File: config.mk
export PLATFORM = sky130hd
export DESIGN_NAME = stump_forest_majority_vote_core
export DESIGN_NICKNAME = d
export VERILOG_FILES = /design/src/rtl/sfmv_pkg.sv /design/src/rtl/stump_forest_majority_vote_core.sv
export SDC_FILE = /design/constraint.sdc
export NUM_CORES = 2
export LEC_CHECK = 0
export BUFFER_PORTS_ARGS = -buffer_cell sky130_fd_sc_hd__buf_2
export CAP_MARGIN = 20
export CORE_MARGIN = 4
export CORE_UTILIZATION = 29
export CTS_CLUSTER_SIZE = 20
export DETAILED_ROUTE_END_ITERATION = 12
export HOLD_SLACK_MARGIN = 0.1
export SLEW_MARGIN = 25
export SYNTH_ARGS = -nofsm -noshare
export SYNTH_HDL_FRONTEND = slang
export SYNTH_SLANG_ARGS = --single-unit
File: constraint.sdc
create_clock -name clk -period 20.8 [get_ports clk]
set_input_delay 4.16 -clock clk [delete_from_list [all_inputs] [get_ports clk]]
set_output_delay 4.16 -clock clk [all_outputs]
set_load 0.01 [all_outputs]
File: src/rtl/sfmv_pkg.sv
// Shared types, codes and default sizes for the decision-stump forest voter.
// No dependencies; used by the core and its port checker.
package sfmv_pkg;

    // Default sizing, handed to the top level as parameter defaults.
    localparam int TREES_DEF    = 10;
    localparam int CLASSES_DEF  = 10;
    localparam int FEATURES_DEF = 16;

    // Fixed field widths.
    localparam int CLASS_W  = 4;
    localparam int FEAT_W   = 4;
    localparam int VALUE_W  = 32;
    localparam int SDATA_W  = 80;
    localparam int MDATA_W  = 8;
    localparam int VOTE_SAT = 15;

    // Request kind carried on the input tuser.
    typedef enum logic [0:0] {
        OP_WRITE_TREE = 1'b0,
        OP_FEATURE    = 1'b1
    } op_t;

    // One stored stump.
    typedef struct packed {
        logic [FEAT_W-1:0]         feat;
        logic signed [VALUE_W-1:0] thr;
        logic [CLASS_W-1:0]        cls_low;
        logic [CLASS_W-1:0]        cls_high;
    } stump_t;

endpackage

File: src/rtl/stump_forest_majority_vote_core.sv
// Decision-stump forest inference with majority vote, single top-level module.
// Depends on sfmv_pkg for stump type, request codes and default sizes.
//
//  channel | dir | handshake        | payload
//  --------+-----+------------------+------------------------------------------------
//  s_*     | in  | s_tvalid/tready  | tdata: stump fields + sample value, tuser: kind,
//          |     |                  | tlast: last feature of the sample
//  m_*     | out | m_tvalid/tready  | tdata: class + votes, tuser: short-sample flag
//
// Stump writes and non-final features are taken in ST_IDLE, which they do not leave. A
// final feature starts the vote: per tree a feature fetch (ST_FETCH) then compare and tally
// (ST_VOTE), argmax over classes (ST_SCAN), result load (ST_DONE); s_tready is low till idle.
// A pending result waits in the output register; if it is still not taken when the
// next vote finishes, the core holds in its last state until m_tready.
// Reset (rst_n, async) clears the stump table, the feature count and all control.
module stump_forest_majority_vote_core #(
    parameter int TREES    = sfmv_pkg::TREES_DEF,
    parameter int CLASSES  = sfmv_pkg::CLASSES_DEF,
    parameter int FEATURES = sfmv_pkg::FEATURES_DEF
) (
    input  logic                         clk,
    input  logic                         rst_n,
    input  logic                         s_tvalid,
    output logic                         s_tready,
    // [3:0] tree_slot, [7:4] split_feature, [39:8] split_threshold,
    // [43:40] class_if_at_or_below, [47:44] class_if_above, [79:48] sample_value
    input  logic [sfmv_pkg::SDATA_W-1:0] s_tdata,
    // [0] operation
    input  logic                         s_tuser,
    input  logic                         s_tlast,
    output logic                         m_tvalid,
    input  logic                         m_tready,
    // [3:0] predicted_class, [7:4] winning_votes
    output logic [sfmv_pkg::MDATA_W-1:0] m_tdata,
    // [0] short_sample
    output logic                         m_tuser
);

    localparam int TIDX_W = (TREES > 1) ? $clog2(TREES) : 1;
    localparam int CIDX_W = $clog2(CLASSES);
    localparam int FIDX_W = (FEATURES > 1) ? $clog2(FEATURES) : 1;
    localparam int CNT_W  = $clog2(FEATURES + 1);
    localparam int VOTE_W = $clog2(TREES + 1);

    typedef enum logic [4:0] {
        ST_IDLE  = 5'b00001,
        ST_FETCH = 5'b00010,
        ST_VOTE  = 5'b00100,
        ST_SCAN  = 5'b01000,
        ST_DONE  = 5'b10000
    } state_t;

    // Saturate an incoming class label into range.
    function automatic logic [sfmv_pkg::CLASS_W-1:0] clamp_class(
        input logic [sfmv_pkg::CLASS_W-1:0] c
    );
        logic [sfmv_pkg::CLASS_W:0] wide;
        wide = {1'b0, c};
        if (wide >= (sfmv_pkg::CLASS_W + 1)'(CLASSES))
            return sfmv_pkg::CLASS_W'(CLASSES - 1);
        return c;
    endfunction

    // Input field unpacking.
    logic [3:0]                          in_slot;
    sfmv_pkg::stump_t                    in_stump;
    logic [sfmv_pkg::VALUE_W-1:0]        in_value;
    logic                                accept;
    logic                                is_feature;

    assign in_slot           = s_tdata[3:0];
    assign in_stump.feat     = s_tdata[7:4];
    assign in_stump.thr      = s_tdata[39:8];
    assign in_stump.cls_low  = clamp_class(s_tdata[43:40]);
    assign in_stump.cls_high = clamp_class(s_tdata[47:44]);
    assign in_value          = s_tdata[79:48];
    assign accept            = s_tvalid && s_tready;
    assign is_feature        = (s_tuser == sfmv_pkg::OP_FEATURE);

    // State.
    state_t                       state_reg, state_next;
    sfmv_pkg::stump_t             tree_table_reg [TREES];
    logic [sfmv_pkg::VALUE_W-1:0] feature_store  [FEATURES];
    logic [sfmv_pkg::VALUE_W-1:0] rd_data_reg;
    logic [CNT_W-1:0]             count_reg, count_next;
    logic [TIDX_W-1:0]            tree_idx_reg, tree_idx_next;
    logic [CIDX_W-1:0]            class_idx_reg, class_idx_next;
    logic [VOTE_W-1:0]            votes_reg [CLASSES];
    logic [CIDX_W-1:0]            best_cls_reg, best_cls_next;
    logic [VOTE_W-1:0]            best_votes_reg, best_votes_next;
    logic                         short_reg, short_next;
    logic                         out_valid_reg, out_valid_next;
    logic [sfmv_pkg::CLASS_W-1:0] out_class_reg;
    logic [3:0]                   out_votes_reg;
    logic                         out_short_reg;

    // Shared compare unit: the current stump against its fetched feature.
    sfmv_pkg::stump_t             cur;
    logic                         feat_present;
    logic signed [sfmv_pkg::VALUE_W-1:0] cmp_value;
    logic                         at_or_below;
    logic [sfmv_pkg::CLASS_W-1:0] vote_cls;
    logic                         store_wr;
    logic                         table_wr;
    logic                         tally;
    logic                         clear_votes;
    logic                         load_out;
    logic                         votes_sat;

    assign cur          = tree_table_reg[tree_idx_reg];
    assign feat_present = (8'(cur.feat) < 8'(count_reg)) && (8'(cur.feat) < 8'(FEATURES));
    assign cmp_value    = feat_present ? $signed(rd_data_reg) : '0;
    assign at_or_below  = (cmp_value <= cur.thr);
    assign vote_cls     = at_or_below ? cur.cls_low : cur.cls_high;
    assign votes_sat    = (32'(best_votes_reg) > 32'(sfmv_pkg::VOTE_SAT));

    assign s_tready = (state_reg == ST_IDLE);
    assign m_tvalid = out_valid_reg;
    assign m_tdata  = {out_votes_reg, out_class_reg};
    assign m_tuser  = out_short_reg;

    // Sequencer.
    always_comb
    begin
        state_next      = state_reg;
        count_next      = count_reg;
        tree_idx_next   = tree_idx_reg;
        class_idx_next  = class_idx_reg;
        best_cls_next   = best_cls_reg;
        best_votes_next = best_votes_reg;
        short_next      = short_reg;
        out_valid_next  = out_valid_reg && !m_tready;
        store_wr        = 1'b0;
        table_wr        = 1'b0;
        tally           = 1'b0;
        clear_votes     = 1'b0;
        load_out        = 1'b0;

        case (state_reg)
            ST_IDLE:
            begin
                if (accept && !is_feature)
                begin
                    // Drop writes to slots past the table.
                    table_wr = ({2'b00, in_slot} < 6'(TREES));
                end
                else if (accept)
                begin
                    // Drop features past capacity, but still honor tlast.
                    if (count_reg < CNT_W'(FEATURES))
                    begin
                        store_wr   = 1'b1;
                        count_next = count_reg + 1'b1;
                    end
                    if (s_tlast)
                    begin
                        clear_votes   = 1'b1;
                        tree_idx_next = '0;
                        short_next    = 1'b0;
                        state_next    = ST_FETCH;
                    end
                end
            end
            ST_FETCH:
            begin
                state_next = ST_VOTE;
            end
            ST_VOTE:
            begin
                tally = 1'b1;
                if (!feat_present)
                    short_next = 1'b1;
                if (tree_idx_reg == TIDX_W'(TREES - 1))
                begin
                    class_idx_next  = '0;
                    best_cls_next   = '0;
                    best_votes_next = '0;
                    state_next      = ST_SCAN;
                end
                else
                begin
                    tree_idx_next = tree_idx_reg + 1'b1;
                    state_next    = ST_FETCH;
                end
            end
            ST_SCAN:
            begin
                // Strict greater keeps the lowest class on ties.
                if (votes_reg[class_idx_reg] > best_votes_reg)
                begin
                    best_votes_next = votes_reg[class_idx_reg];
                    best_cls_next   = class_idx_reg;
                end
                if (class_idx_reg == CIDX_W'(CLASSES - 1))
                    state_next = ST_DONE;
                else
                    class_idx_next = class_idx_reg + 1'b1;
            end
            ST_DONE:
            begin
                // Hold until the output register is free.
                if (!out_valid_reg || m_tready)
                begin
                    load_out       = 1'b1;
                    out_valid_next = 1'b1;
                    count_next     = '0;
                    state_next     = ST_IDLE;
                end
            end
            default:
            begin
                state_next = ST_IDLE;
            end
        endcase
    end

    always_ff @(posedge clk or negedge rst_n)
    begin
        if (!rst_n)
        begin
            state_reg      <= ST_IDLE;
            count_reg      <= '0;
            tree_idx_reg   <= '0;
            class_idx_reg  <= '0;
            best_cls_reg   <= '0;
            best_votes_reg <= '0;
            short_reg      <= 1'b0;
            out_valid_reg  <= 1'b0;
            for (int i = 0; i < TREES; i++)
                tree_table_reg[i] <= '0;
        end
        else
        begin
            state_reg      <= state_next;
            count_reg      <= count_next;
            tree_idx_reg   <= tree_idx_next;
            class_idx_reg  <= class_idx_next;
            best_cls_reg   <= best_cls_next;
            best_votes_reg <= best_votes_next;
            short_reg      <= short_next;
            out_valid_reg  <= out_valid_next;
            if (table_wr)
                tree_table_reg[TIDX_W'(in_slot)] <= in_stump;
        end
    end

    // Feature store: one write port on accept, one registered read port.
    always_ff @(posedge clk)
    begin
        if (store_wr)
            feature_store[count_reg[FIDX_W-1:0]] <= in_value;
        rd_data_reg <= feature_store[FIDX_W'(cur.feat)];
    end

    // Vote counters and result register.
    always_ff @(posedge clk)
    begin
        if (clear_votes)
        begin
            for (int c = 0; c < CLASSES; c++)
                votes_reg[c] <= '0;
        end
        else if (tally)
            votes_reg[CIDX_W'(vote_cls)] <= VOTE_W'(votes_reg[CIDX_W'(vote_cls)] + 1'b1);

        if (load_out)
        begin
            out_class_reg <= sfmv_pkg::CLASS_W'(best_cls_reg);
            out_votes_reg <= votes_sat ? 4'(sfmv_pkg::VOTE_SAT) : 4'(best_votes_reg);
            out_short_reg <= short_reg;
        end
    end

endmodule

# Word-level counts from Yosys, hierarchy flattened
# Memory sizes are Yosys's and may differ from the RTL's. A register that Yosys moved wholly into a read port is not among the register bits.
# Cells that the tools add are included.
word_totals:
  ram_bits: 552
  in_bits: 86
  wordCells: 173
  ff_bits: 477
  memories: 2
  out_inout_bits: 11
op_classes:
  n_eq_ne: 18
  muxes: 68
  bitwise: 2
  add_sub_neg: 4
  order_cmp: 10
  reduce_logical: 18
mem_list:
  columns: ["name", "words", "word_bits", "rd", "rd_ports_with_merged_regs", "wr", "line_no", "rtl"]
  rows:
  - ["feature_store", 16, 32, 1, 1, 1, "stump_forest_majority_vote_core.sv:83", "logic [sfmv_pkg::VALUE_W-1:0] feature_store [FEATURES];"]
  - ["votes_reg", 10, 4, 2, 0, 10, "stump_forest_majority_vote_core.sv:88", "logic [VOTE_W-1:0] votes_reg [CLASSES];"]
ops:
  columns: ["operator", "n"]
  rows:
  - ["bitwise mux 440 bit", 1]
  - ["binary-select mux 44 bit (select 4 bit)", 1]
  - ["demux 44 bit (select 4 bit)", 1]
  - ["two-way mux 44 bit", 3]
  - ["two-way mux 4 bit", 16]
  - ["two-way mux 5 bit", 9]
  - ["less-or-equal comparator 32 bit", 1]
  - ["two-way mux 32 bit", 1]
  - ["one-hot mux 4 bit (2 select lines)", 4]
  - ["two-way mux 1 bit", 29]
  - ["one-hot mux 5 bit (5 select lines)", 1]
  - ["AND reduction 5 bit", 4]
  - ["!= test 2 bit, second input constant", 8]
  - ["adder 4 x 1 -> 4 bit, second input constant", 3]
  - ["greater-or-equal comparator 5 bit, second input constant", 2]
  - ["inverter 4 -> 5 bit", 2]
  - ["one-hot mux 5 bit (2 select lines)", 1]
  - ["equality test 4 bit, second input constant", 2]
  - ["greater-or-equal comparator 4 bit, second input constant", 2]
  - ["!= test 2 x 1 -> 1 bit, second input constant", 3]
  - ["AND reduction 3 bit", 2]
  - ["nonzero test 2 bit", 3]
  - ["adder 5 x 1 -> 5 bit, second input constant", 1]
  - ["equality test 5 x 1 -> 1 bit, second input constant", 1]
  - ["14 further kinds", 19]

# Longest topological paths before layout
# An unclocked memory read counts as a cell.
logic_depth:
  ltp_word: 11
  ltp_mapped: 38

# Worst setup path before layout
# Ideal clock, no wire load.
synth_timing:
  path_kind: "flip-flop to flip-flop"
  start: "register tree_idx_reg[0]"
  end: "memory votes_reg[10][2] (netlist bit), data pin"
  slack_ps: 13335
  required_ps: 20500
  path_buffers: 9
  path_stages_with_launch: 37
  arrival_ps: 7165
  path_cell_list: "dfrtp_1 -> buf_2 -> buf_4 -> buf_4 -> buf_2 -> mux2i_1 -> nor2_1 -> a21oi_1 -> o22a_1 -> clkinv_1 -> clkbuf_1 -> clkbuf_1 -> clkbuf_1 -> ha_1 -> a21boi_0 -> o21ai_0 -> nand2b_1 -> a21oi_1 -> nor2_1 -> clkbuf_1 -> nor2b_1 -> ha_1 -> nand4_2 -> nor3_1 -> a2bb2oi_1 -> and2_1 -> buf_6 -> o32a_1 -> nand4_4 -> clkinv_1 -> mux2i_1 -> mux2_2 -> a211oi_1 -> inv_1 -> ha_1 -> xor2_1 -> nor2_1"
synth_lines:
  columns: ["element", "line_no", "rtl"]
  rows:
  - ["start, declared", "stump_forest_majority_vote_core.sv:86", "logic [TIDX_W-1:0] tree_idx_reg, tree_idx_next;"]
  - ["start signal, assigned", "stump_forest_majority_vote_core.sv:236", "tree_idx_reg <= tree_idx_next;"]
  - ["end, declared", "stump_forest_majority_vote_core.sv:88", null]

==> impl_results.md <==
- Final core occ: 0.3318
- DR vias/cell: 4.910
- Fin cells: 6212
- DP Worst Slack: 9.640 ns
- Worst Setup End Kind: register
- Final setup viols: 0
- R2R Setup Slk: 9.70 ns
- Layout cells sized above 1: 0.1625
- GRT Residual Overflow: 0
- Layout area overhead: 13.57%
- Clock slew at reported path FFs: 0.06 ns
- Final worst-path cycle share: 0.5335
- CP Launch Type: register
- Post-synthesis sequential area ratio: 0.6363
- Global Route Usage Sum: 0.1492
- WP buf/inv: 6
- PortBufs: 96
- FP Rows: 147
- Capture point of the worst reg-to-reg path: votes_reg[14][2]
- Area occupied by multi-input gates: 0.01598 mm^2
- Max Freq: 90.12 MHz
- Initial Utilization: 0.2922
- CTS buffer count: 111
- Post-Syn Area: 0.04702 mm^2
- Die Span Y: 410.7 um
- H-tree level count: 3
- Clock power share: 0.320
- First-pass GRT wire length: 194900 um
- Max-cap violations: 0
- Worst path max stage delay: 0.79 ns
- Slew HR: 0.2861
- Reg-to-Reg Start: tree_idx_reg[0]
- PwrDens: 115.0 mW/mm^2
- Flop pwr share: 0.426
- Fin worst setup slack: 9.704 ns
- DRC: 0
- Clock latency at the later pin of the worst-skew pair: 0.74 ns
- Core area: 0.1609 mm^2
- Largest net degree at the start of global routing: 174
- WL per Instance: 20.57 um
- Hold Path Class: reg -> reg
- Initial antenna violation count: 40
- Hold Crit Endpoint: out_class_reg[1]
- Setup TNS: 0 ns
- Final hold slack: 0.4510 ns
- DP Cell Count: 5986
- Routed wire length: 127800 um
- Internal: 4.205 mW
- FILL cells: 15891
- Mapped Nets: 4100
- First drt pass iteration count: 7
- RSZ-0062 raised after global routing: false
- Critical Path Source: tree_idx_reg[0]
- Status: completed
- CTS Root Cell: clkbuf_16
- DP Area: 0.04970 mm^2
- Worst-margin pin slew: 1.071 ns
- Worst Skew: 0.03299 ns
- Combinational share of power: 0.254
- Worst hold path cell count: 0
- Die ar.: 0.1687 mm^2
- Total number of vias: 30500
- Total power: 6.139 mW
- Starting DRT DRC Count: 2781
- Worst reg-to-reg path cell count: 28
- RD Place Congestion: 0.7881
- Crit-path max FO: 118
- Delay-heaviest family, CP: buffers and inverters
- Sinks on Clock Net: 1085
- WP data required: 21.19 ns
- Post-Synthesis Mean Instance Area: 11.86 um^2
- Die W: 410.7 um
- Cells after Synth: 3966
- Slowest-stage cell, CP: dfrtp_4
- Most used DFF post-synth: edfxtp_1
- Resized cells post-CTS: 0
- DP HPWL: 69970 um
- Reg area: 0.02993 mm^2
- Hold_buf cts: 0
- P_leak: 21.21 nW
- Fin nets: 4074
- Synth unique cells: 65
- Warnings, synthesis: 0
- CTS tree: built
- Sw Share: 0.3150
- Worst Path Arrival: 11.49 ns
- Maximum vdd drop: 137.7 uV
- Hold_sp: best_cls_reg[1]
- Post-synth EDFFs: 585
- Max Slew Vio Count: 0
- Vias in the first global route: 30632
- Max reg flops: 512
- Deepest clock path buffer count: 3
- Final instance area: 0.05340 mm^2
- Post-CTS setup buffer count: 0
- Crit Path Class: reg -> reg
- Hold Vio Cnt, Final: 0
- Async S/R FF share, synth: 0.4313
- Post-route ant nets: 0
- Minimum clock period after layout: 11.10 ns
- Synth Register Bits: 1085
- P_sw: 1.934 mW
- I/O pin count: 97
[synthesized netlist by cell type, types with 3 or more instances]
master	instances	area (um^2)
a211o_1	3	26.28
a211oi_1	4	30.03
a21oi_1	139	695.7
a311oi_1	96	840.8
a31oi_1	32	200.2
and2_1	19	118.9
and3_1	68	425.4
buf_1	50	187.7
buf_2	8	40.04
buf_4	7	52.55
clkbuf_1	223	837.1
dfrtp_1	467	11690
dfxtp_1	32	640.6
edfxtp_1	585	17570
ha_1	48	600.6
inv_1	27	101.4
mux2_2	198	2230
mux2i_1	110	1101
mux4_2	94	2117
nand2_1	1204	4519
nand2b_1	11	68.82
nand3_1	149	745.7
nand3b_1	7	52.55
nand4_1	14	87.58
nor2_1	137	514.2
nor2b_1	39	244.0
nor3_1	20	100.1
nor3b_1	5	37.54
nor4_1	5	31.28
o21a_1	4	30.03
o21ai_0	90	450.4
o221ai_1	6	52.55
o22ai_1	13	81.33
o31ai_1	4	30.03
or3_1	3	18.77
xnor2_1	4	35.03
xor2_1	3	26.28
[kinds of logic after synthesis]
kind of cell               after synthesis  share of synthesized area
buffers and inverters                  321                    0.02741
adders and majority gates               48                    0.01277
DFF                                   1085                     0.6363
muxes                                  405                     0.1166
and+or+nand+nor                       1690                     0.1500
AOI/OAI and AO/OA                      410                    0.05558
xor gates and xnor gates                 7                   0.001304
[final cells by class]
| class | instances | area share |
|---|---|---|
| sequential | 1085 | 0.5604 |
| inverter | 29 | 0.002179 |
| multi-input combinational | 2560 | 0.2992 |
| tap | 2160 | 0.05061 |
| clock inverter | 41 | 0.008528 |
| timing repair buffer | 153 | 0.01888 |
| clock buffer | 168 | 0.05942 |
| antenna | 16 | 0.0007497 |
[worst max path at each step]
stage,end,slack (ns),depth (start not counted)
global route,votes_reg[14][2],8.72,28
CTS,votes_reg[14][2],9.62,28
global placement,votes_reg[12][2],9.81,28
floorplan,votes_reg[10][2],13.34,36
detailed placement,votes_reg[14][2],9.64,28
finish,votes_reg[14][2],9.70,28
[power by group through the flow]
stage                     Sequential, mW  Clock (mW)  Combinational (mW)
after detailed placement            2.66           0                1.55
after CTS                           2.62        2.00                1.56
after global placement              2.65           0                1.51
final                               2.62        1.96                1.56
after floorplan                     2.60           0                1.23
after global routing                2.64        2.10                1.73
[metal layers]
layer,up-vias,part of all wire,GRT usage
met5,-,0.00081,0
met2,827,0.47,0.2401
met1,15477,0.45,0.2053
met3,188,0.061,0.03061
met4,16,0.021,0.03942
li1,13992,-,-
[layout by cell type (no fill, tap or decap), types with 19 or more instances in the layout]
master	instances
o21ai_0	88
mux2i_1	110
nand3_1	147
clkbuf_16	112
inv_1	26
edfxtp_1	585
nand2_1	1198
mux4_2	94
nor2b_1	38
nor3_1	19
dfxtp_1	32
mux2_2	198
buf_4	51
a31oi_1	32
clkbuf_1	40
buf_2	95
a311oi_1	96
ha_1	48
dfrtp_1	464
a21oi_1	139
and3_1	67
nor2_1	136
(Power assumes the default switching activity.)
